File: config.mk
export PLATFORM = sky130hd
export DESIGN_NAME = tsad_sqrt_cell
export DESIGN_NICKNAME = d
export VERILOG_FILES = /design/src/rtl/tsad_pkg.sv /design/src/rtl/tsad_sqrt_cell.sv
export SDC_FILE = /design/constraint.sdc
export NUM_CORES = 1
export LEC_CHECK = 0
export ABC_AREA = 1
export ABC_CLOCK_PERIOD_IN_PS = 2200
export BUFFER_PORTS_ARGS = -buffer_cell sky130_fd_sc_hd__buf_2
export CELL_PAD_IN_SITES_DETAIL_PLACEMENT = 0
export CELL_PAD_IN_SITES_GLOBAL_PLACEMENT = 1
export CORE_AREA = 2 2 229 231
export DETAILED_ROUTE_END_ITERATION = 6
export DIE_AREA = 0 0 231 233
export GPL_TIMING_DRIVEN = 0
export PLACE_DENSITY_LB_ADDON = 0.1
export SYNTH_ARGS = -nofsm -noshare
export SYNTH_HDL_FRONTEND = slang
export SYNTH_SLANG_ARGS = --single-unit
File: constraint.sdc
create_clock -name clock -period 2.2 [get_ports clock]
set_clock_uncertainty 0.2 [all_clocks]
set_input_delay 0.22 -clock clock [delete_from_list [all_inputs] [get_ports clock]]
set_output_delay 0.22 -clock clock [all_outputs]
set_load 0.005 [all_outputs]
File: src/rtl/tsad_pkg.sv
// Shared types, constants and the arctangent table for the tilt angle difference block.
// Depends on nothing; every RTL file refers to it by scoped names.

package tsad_pkg;

   localparam int ACCEL_W             = 16;
   localparam int INPUT_SCALE_SHIFT   = 8;
   localparam int PROD_W              = 2 * ACCEL_W - 1;
   localparam int SQRT_W              = 2 * ACCEL_W + 2 * INPUT_SCALE_SHIFT;
   localparam int SQRT_STEPS          = SQRT_W / 2;
   localparam int ROOT_W              = SQRT_W / 2;
   localparam int VEC_W               = 27;
   localparam int ANGLE_INT_BITS      = 9;
   localparam int TABLE_FRACTION_BITS = 24;
   localparam int TABLE_LEN           = 32;
   localparam int MAX_DEGREES         = 180;
   localparam int OUT_W               = 8;

   // atan(2^-i) in degrees, 24 fraction bits
   localparam logic [31:0] ATAN_DEG_Q24 [TABLE_LEN] = '{
      32'd754974720, 32'd445687602, 32'd235489088, 32'd119537938, 32'd60000934,
      32'd30029717,  32'd15018523,  32'd7509720,   32'd3754917,   32'd1877466,
      32'd938734,    32'd469367,    32'd234684,    32'd117342,    32'd58671,
      32'd29335,     32'd14668,     32'd7334,      32'd3667,      32'd1833,
      32'd917,       32'd458,       32'd229,       32'd115,       32'd57,
      32'd29,        32'd14,        32'd7,         32'd4,         32'd2,
      32'd1,         32'd0
   };

   typedef struct packed {
      logic [SQRT_W-1:0]         rem;
      logic [SQRT_W-1:0]         root;
      logic signed [ACCEL_W-1:0] accel_x;
      logic                      zero;
   } sqrt_lane_type;

   typedef struct packed {
      logic                    valid;
      sqrt_lane_type [1:0]     lane;
   } sqrt_beat_type;

   typedef struct packed {
      logic signed [VEC_W-1:0] vec_x;
      logic signed [VEC_W-1:0] vec_y;
      logic                    zero;
   } vec_type;

   // Round the table entry half up to the requested number of fraction bits.
   function automatic logic [31:0] angle_step(input int step, input int frac);
      logic [63:0] t;
      int          sh;
      if (step >= TABLE_LEN) begin
         return '0;
      end
      t  = {32'd0, ATAN_DEG_Q24[step]};
      sh = TABLE_FRACTION_BITS - frac;
      if (sh == 0) begin
         return t[31:0];
      end
      t = (t + (64'd1 << (sh - 1))) >> sh;
      return t[31:0];
   endfunction

endpackage

File: src/rtl/tsad_sqrt_cell.sv
// One bit step of the pipelined integer square root, both sensor lanes.
// Depends on tsad_pkg for the lane and beat types.

module tsad_sqrt_cell #(
   parameter int STEP = 0
) (
   input  logic                   clock,
   input  logic                   reset,
   input  logic                   advance,
   input  tsad_pkg::sqrt_beat_type in_beat,
   output tsad_pkg::sqrt_beat_type out_beat
);

   localparam int SW = tsad_pkg::SQRT_W;
   localparam logic [SW:0] BIT = {{SW{1'b0}}, 1'b1} << (SW - 2 - 2 * STEP);

   tsad_pkg::sqrt_lane_type [1:0] lane_in;
   tsad_pkg::sqrt_lane_type [1:0] lane_ff;
   logic                          valid_ff;

   always_comb begin
      logic [SW:0] trial;
      for (int l = 0; l < 2; l++) begin
         lane_in[l] = in_beat.lane[l];
         trial      = {1'b0, in_beat.lane[l].root} + BIT;
         if ({1'b0, in_beat.lane[l].rem} >= trial) begin
            lane_in[l].rem  = in_beat.lane[l].rem - trial[SW-1:0];
            lane_in[l].root = (in_beat.lane[l].root >> 1) + BIT[SW-1:0];
         end else begin
            lane_in[l].root = in_beat.lane[l].root >> 1;
         end
      end
   end

   always_ff @(posedge clock) begin
      if (reset) begin
         valid_ff <= 1'b0;
      end else if (advance) begin
         valid_ff <= in_beat.valid;
      end
   end

   always_ff @(posedge clock) begin
      if (advance) begin
         lane_ff <= lane_in;
      end
   end

   assign out_beat.valid = valid_ff;
   assign out_beat.lane  = lane_ff;

endmodule

### After elaboration in Yosys (flattened, before gate mapping)

Index checks and enable logic that the tools add are counted.

| storage, ports and cells | value |
|---|---|
| bits in registers | 227 |
| output and inout port bits | 227 |
| word-level logic and storage cells | 23 |

| operators by class | value |
|---|---|
| $add $sub $neg | 6 |
| $lt $le $gt $ge | 2 |
| mux-type cells | 4 |

Operators by type and width:

| cell | count |
|---|---|
| adder 48 x 47 -> 49 bit (second input constant) | 2 |
| greater-or-equal comparator 48 x 49 -> 1 bit | 2 |
| adder 47 x 47 -> 48 bit (second input constant) | 2 |
| 2-to-1 mux 48 bit | 2 |
| subtractor 48 bit | 2 |
| 2-to-1 mux 47 bit | 2 |

### Logic depth before layout (Yosys ltp)

Gate-level depths: netlist of run 1.

| depth | value |
|---|---|
| word-level depth | 3 |
| mapped depth | 16 |
| depth with buffers taken out | 16 |

### Worst setup path before layout of run 1

Ideal clock, no wire load.

| timing | value |
|---|---|
| kind | in2reg |
| start | in in_beat[176] in the netlist's numbering |
| end | reg lane_ff (netlist bit out_beat[215]) (data pin) |
| data arrival time | 1.950 ns |
| data required time | 1.747 ns |
| path slack | -0.203 ns |
| stages on the path | 13 |
| cells stage by stage | ha_1 -> inv_1 -> ha_1 -> inv_1 -> nor2_1 -> nand2_1 -> or2_2 -> nand3_1 -> a21oi_2 -> buf_4 -> buf_2 -> nand4_1 -> nand2_1 |

RTL lines:

| what | RTL line | text |
|---|---|---|
| from (decl) | tsad_sqrt_cell.sv:10 | `input tsad_pkg::sqrt_beat_type in_beat,` |
| to (signal assigned) | tsad_sqrt_cell.sv:45 | `lane_ff <= lane_in;` |
| to (decl) | tsad_sqrt_cell.sv:18 | `tsad_pkg::sqrt_lane_type [1:0] lane_ff;` |

==> results.md, run 1 <==
- Status: finished clean
- Post-synth top cells: nand2_1 (1039), inv_1 (561), edfxtp_1 (226), nor2_1 (189), nand4_1 (121)
- CTS H-tree depth: 1
- Final hold viol count: 0
- Final Cell Area: 0.0251 mm²
- Sequential area share after synthesis: 39.3%
- Post-Route WL: 68800 µm
- Largest cells by area after synthesis: edfxtp_1 (39%), nand2_1 (23%), inv_1 (12%)
- WP data arrival: 2.24 ns
- Hold Path Class: primary input to flip-flop
- Startpoint types: primary input
- Crit path time final: 2.14 ns
- Total power per unit cell area: 586 mW/mm²
- CTS tree: yes
- Avg Inst Size Synth: roughly 6.9 µm²
- Ys Warns: 0
- Row count: 83
- Inserted Clock Buffers: 27
- Overall Power: about 15 mW
- TNS Setup: 0 ns
- Worst EP required: 2.31 ns
- Drt wl/cell: roughly 17 µm
- Clk root buf: clkbuf_16
- HPWL Detailed: about 55000 µm
- CP max stage cell: ha_4
- FMAX: ~470 MHz
- Placed cell area: about 0.021 mm²
- Final setup vio count: 0
- LEAKAGE: between 10 and 15 nW
- FF-to-FF path depth: 3
- #FFs+latches synth: ~230
- Skew-Pair Late Insertion Delay: between 0.5 and 0.6 ns
- DR vias: 18000
- Most numerous cell in the Yosys netlist: nand2_1
- Top cell type's share of synthesized area: between 30% and 40%
- Peak VDD IR: 549 µV
- Final core occ: between 40% and 50%
- RSZ-0062 raised after global routing: no
- Share of layout cells above drive strength 1: a little under a quarter
- Max clock buf depth: 3
- Die X-Extent: roughly 230 µm
- DRT Pass-1 Iters: 5
- Dpl cells: about 3700
- Most frequent CP cell: buf_6
- Hold Path Stages: 6
- Die Ht: approximately 230 µm
- Pin count of the biggest net entering global routing: 129
- Final #Nets: roughly 3600
- Clk sinks: roughly 230
- I/O Pins: roughly 460
- CP Capture Type: flip-flop
- Cells after Synth: roughly 2500
- Vias in the first global route: about 18000
- Die area: 0.0538 mm²
- CP peak stage delay: roughly 0.29 ns
- Main synth FF type: edfxtp_1
- WS Path Type: primary input to flip-flop
- Initial Utilization: 33.9%
- Routed Antenna Nets: 0
- Syn Std Cell Area: 0.0173 mm²
- Final worst-path cycle share: between 90% and 100%
- Gr ovfl total: 0
- Synth cell types: 36
- Number of remaining DRC errors: 0
- Leading area contributor after synthesis: edfxtp_1
- Final std cells w/o fill: roughly 4000
- Vias/cell: about 4.5
- First-pass GRT wire length: between 100000 and 150000 µm
- Core ar.: 0.0511 mm²
- Post-synth EDFFs: about 230
- Maxcap violations: 0
- Routability Congestion: 0.945
- Worst-path clk slew: approximately 0.06 ns
- Slew @ Worst Pin: around 0.96 ns
- Syn nets: 2855
- Max Fanout on Critical Path: 10
- Relative slew slack: a little over a third
- Port bufs: 456
- Async set-reset flop share out of synthesis: 0%
- Max-slew violations: 0
- Total Routing Usage GR: about a quarter
- Initial DRC Count: 936
- Area Overhead vs Synth: 44.9%
- Antenna violations before repair: 5
- Critical-path cell list: buf_2, inv_1, ha_4, nand2_2, nor2_2, inv_2, nor2_2, inv_2, nor3_4, a21oi_4, buf_6, buf_6, buf_6, nand4_1, nand2_1
final timing paths:
path / startpoint / end / slack, ns
max: in_beat[163] / out_beat[218] / 0.06
max reg2reg: valid_ff / valid_ff / 0.83
min reg2reg: valid_ff / valid_ff / 0.88
min: in_beat[207] / out_beat[207] / 0.04
sequential cells by signal (all words and copies together), names as in the netlist:
name,count
valid_ff,1
out_beat,226
cells by family after synthesis:
kind of cell    count (synthesis)  synth area share (%)
simple gates                 1473                  35.2
buf+inv                       606                  13.5
flops                         227                  39.3
fa+ha+maj                     100                  7.31
compound gates                 68                  2.17
xor+xnor                       50                  2.53
mux                             1                0.0578
stage by stage:
stage,hold WS [ns],worst slack (ns)
6_report,0.0357,0.0614
5_1_grt,0.0465,0.0000235
4_1_cts,0.0174,0.00225
3_5_place_dp,0.181,-1.09
3_3_place_gp,0.179,-2.41
2_1_floorplan,0.0924,0.00488
power breakdown:
| group | total, mW | internal (mW) | switching (mW) |
|---|---|---|---|
| Clock | 4.46 | 2.60 | 1.86 |
| Combinational | 4.79 | 1.96 | 2.83 |
| Sequential | 5.46 | 5.34 | 0.114 |
| Total | 14.7 | 9.90 | 4.80 |
layer usage:
| metal | GRT usage (%) | part of all wire [%] | vias to the layer above | routed length [µm] |
|---|---|---|---|---|
| li1 | - | - | 9276 | - |
| met1 | 29.0 | 41 | 8298 | 28100 |
| met2 | 47.8 | 53 | 339 | 36600 |
| met3 | 2.23 | 3.1 | 82 | 2120 |
| met4 | 7.50 | 2.9 | 2 | 1970 |
| met5 | 0 | 0.019 | - | 13 |
worst max-delay path: cells and delay by family:
kind                     cells  cell delay (ns)
AND/OR/NAND/NOR              6             0.87
buffers and inverters        7             0.72
adder cells (fa/ha/maj)      1             0.29
AO/OA/AOI/OAI                1             0.14
what timing repair did:
item / CTS / global route
gates resized for setup: 68 / 182
cloned: 0 / 4
endpoints found under the setup margin: 100 / 119
pin swaps: 6 / 15
hold endpoints to repair: 248 / 0
hold buffers: 231 / 0
setup buffers: 7 / 7
placed cells by master (no fill, tap or decap), drive strengths merged, types with 2 or more instances in the layout:
master | netlist | layout
and2 | 7 | 7
nor3 | 7 | 7
nand2 | 1039 | 1039
buf | 26 | 503
clkbuf | 15 | 42
o21a | 2 | 2
or2 | 4 | 4
nand3 | 96 | 96
xnor2 | 2 | 2
nor2 | 193 | 193
clkinv | 0 | 14
a21oi | 56 | 56
bufinv | 0 | 3
ha | 98 | 98
dlygate4sd3 | 0 | 228
o21bai | 7 | 7
diode | 0 | 5
xor2 | 48 | 48
nand4 | 121 | 121
nor4 | 5 | 5
edfxtp | 226 | 226
fa | 2 | 2
inv | 565 | 567
area by class of cell:
type	instances	area, µm²
tap	680	851
sequential	227	6810
multi-input combinational	1692	9250
clock buffer	29	683
inverter	565	2120
fill	5270	26000
timing repair buffer	706	4860
antenna	5	12.5
clock inverter	20	193
buffer	39	337
(Power assumes the default switching activity.)
==> run 2, diff against run 1 <==
--- a/config.mk
+++ b/config.mk
@@ -5,14 +5,13 @@
 export SDC_FILE = /design/constraint.sdc
 export NUM_CORES = 1
 export LEC_CHECK = 0
-export ABC_AREA = 1
 export ABC_CLOCK_PERIOD_IN_PS = 2200
 export BUFFER_PORTS_ARGS = -buffer_cell sky130_fd_sc_hd__buf_2
 export CELL_PAD_IN_SITES_DETAIL_PLACEMENT = 0
 export CELL_PAD_IN_SITES_GLOBAL_PLACEMENT = 1
-export CORE_AREA = 2 2 229 231
+export CORE_AREA = 2 2 202 204
 export DETAILED_ROUTE_END_ITERATION = 6
-export DIE_AREA = 0 0 231 233
+export DIE_AREA = 0 0 204 206
 export GPL_TIMING_DRIVEN = 0
 export PLACE_DENSITY_LB_ADDON = 0.1
 export SYNTH_ARGS = -nofsm -noshare
==> results.md, run 2 <==
- Top delay family on crit path: compound AO/OA/AOI/OAI gates
- Syn nets: 1640 (-43%)
- Commonest non-fill, non-tap cells in the layout: buf_2 (445), edfxtp_1 (226), dlygate4sd3_1 (225)
- FMAX: 332 MHz (-29%)
- Final hold viol count: 6 (+6)
- Commonest non-fill, non-tap cell in the layout: buf_2
- Critical-path cell list: buf_8, inv_6, ha_4, nor2b_4, o31a_1, o311a_1, o311a_4, a31oi_4, o2111ai_4, a31oi_4, o21bai_4, buf_12, buf_12, mux2_4
- Syn Std Cell Area: 0.0138 mm² (-21%)
- Final #Nets: 2396 (-33%)
- Number of remaining DRC errors: 0 (unchanged)
- Worst-path clk slew: 0.06 ns (about the same)
- Maxcap violations: 0 (unchanged)
- Initial DRC Count: 683 (-27%)
- Initial Utilization: 34.3% (+0.33 points)
- Leading area contributor after synthesis: edfxtp_1
- Max-slew violations: 0 (unchanged)
- Skew-Pair Late Insertion Delay: 0.55 ns (about the same)
- Status: finished, violations left
- Synth cell types: 74 (+110%)
- Async set-reset flop share out of synthesis: 0% (unchanged)
- Cells after Synth: 1310 (-48%)
- I/O Pins: 457 (unchanged)
- DRT Pass-1 Iters: 5 (unchanged)
- Crit path time final: 3.02 ns (+0.876 ns)
- Final worst-path cycle share: 137% (+40 points)
- CP max stage cell: o311a_4
- Die area: 0.0420 mm² (-22%)
- Peak VDD IR: 624 µV (+14%)
- Clk root buf: clkbuf_16
- Row count: 74 (-11%)
- Die X-Extent: 204 µm (-12%)
- Share of layout cells above drive strength 1: 41.0% (+18 points)
- Total power per unit cell area: 658 mW/mm² (+12%)
- HPWL Detailed: 34800 µm (-37%)
- WP data arrival: 3.12 ns (+0.88 ns)
- Crit path buffers/inverters: 4 (-3)
- Post-Route WL: 49300 µm (-28%)
- Sequential area share after synthesis: 49.5% (+10 points)
- LEAKAGE: 9.65 nW (-27%)
- CTS tree: yes
- Number of flip-flops under the largest register name: 226 (unchanged)
- CP Capture Type: flip-flop
- #FFs+latches synth: 227 (unchanged)
- Clk sinks: 227 (unchanged)
- Pin count of the biggest net entering global routing: 122 (-5.4%)
- DR vias: 12900 (-28%)
- Most numerous cell in the Yosys netlist: edfxtp_1
- Slew @ Worst Pin: 0.913 ns (-0.0502 ns)
- TNS Setup: -63.29 ns (-63.29 ns)
- Startpoint types: primary input
- Antenna violations before repair: 8 (+3)
- Max clock buf depth: 3 (unchanged)
- Inserted Clock Buffers: 27 (unchanged)
- Vias/cell: 4.94 (+8.7%)
- Avg Inst Size Synth: 10.5 µm² (+53%)
- Vias in the first global route: 12800 (-30%)
- Largest cells by area after synthesis: edfxtp_1 (49%), ha_1 (8.9%), a21oi_1 (4.8%)
- Worst slack at placement: -2.07 ns (-0.972 ns)
- Ys Warns: 0 (unchanged)
- Worst EP required: 2.30 ns (about the same)
- Total Routing Usage GR: 22.5% (-2.4 points)
- CTS H-tree depth: 1 (unchanged)
- Drt wl/cell: 18.8 µm (+8.4%)
- Post-synth EDFFs: 226 (unchanged)
- Worst hold slack: -0.250 ns (-0.286 ns)
- Post-synth top cells: edfxtp_1 (226), a21oi_1 (131), nand2_1 (117), inv_1 (114), ha_1 (98)
- Hold Path Class: primary input to flip-flop
- Port bufs: 456 (unchanged)
- Routed Antenna Nets: 0 (unchanged)
- CP peak stage delay: 0.41 ns (+0.12 ns)
- Core ar.: 0.0402 mm² (-21%)
- Relative slew slack: 39.2% (+3.3 points)
- Main synth FF type: edfxtp_1
- Final setup vio count: 100 (+100)
- Final WS setup: -0.815 ns (-0.876 ns)
- Max Fanout on Critical Path: 5 (-5)
- Failing checks: hold timing, setup timing
- Top cell type's share of synthesized area: 49.3% (+10 points)
- First-pass GRT wire length: 73500 µm (-28%)
- RSZ-0062 raised after global routing: yes
- Routability Congestion: 0.861 (-8.9%)
- WS Path Type: primary input to flip-flop
- Gr ovfl total: 0 (unchanged)
- Area Overhead vs Synth: 61.6%
- Die Ht: 206 µm (-12%)
[run 2: through the flow]
step	power, mW	instances	hold WS (ns)	area [µm²]	util (%)
2_1_floorplan	7.57	1310	0.0924	14000	-
3_3_place_gp	9.00	2298	0.191	16900	42.2
3_5_place_dp	8.99	2299	0.194	17000	42.3
4_1_cts	14.5	2616	-0.285	21800	54.3
5_1_grt	15.4	2620	-0.263	22200	55.3
6_report	14.6	2622	-0.250	22200	55.4
[run 2: layout make-up]
type | count | area [µm²]
fillers | 3666 | 17900
multi-input cells | 924 | 7790
flip-flops and latches | 227 | 6810
repair buffers | 741 | 5290
clock buffers | 32 | 694
well taps | 532 | 666
inverters | 114 | 443
plain buffers | 31 | 400
clock inverters | 17 | 145
diodes | 4 | 10.0
[run 2: power breakdown]
part,total [mW],internal [mW],switching (mW)
Sequential,5.45,5.34,0.114
Combinational,4.83,2.34,2.49
Clock,4.35,2.49,1.86
Total,14.6,10.2,4.47
[run 2: repair_timing]
action                                  CTS  global route
endpoints found under the setup margin  100           100
gates cloned                             12             1
endpoints found under the hold margin   227             4
setup buffers                            41            13
pin swaps                                76            50
resized for setup                       263           119
hold buffers                            224             1
[run 2: kinds of logic after synthesis]
logic type,Yosys count,share of synthesized area (%)
compound gates,395,17.9
simple gates,321,10.9
flops,227,49.5
buf+inv,159,4.80
fa+ha+maj,100,9.20
xor+xnor,86,5.47
mux,22,2.22
[run 2: worst min-delay path: stages]
cell     delay [ns]
buf_6          0.08
nand2_1        0.06
o21ai_2        0.05
[run 2: per-layer routing]
metal	up-vias	part of all wire, %	track usage (%)
met4	8	2.2	6.06
li1	6343	-	-
met1	6125	45	30.8
met3	58	7.2	5.01
met2	410	45	35.9
met5	-	0.12	0
[run 2: final timing paths]
check	start	end	slack, ns	cells past startpoint
max	in_beat[18]	out_beat[90]	-0.82	14
min	in_beat[184]	out_beat[184]	-0.25	3
max reg2reg	valid_ff	valid_ff	0.85	3
min reg2reg	valid_ff	valid_ff	0.85	3
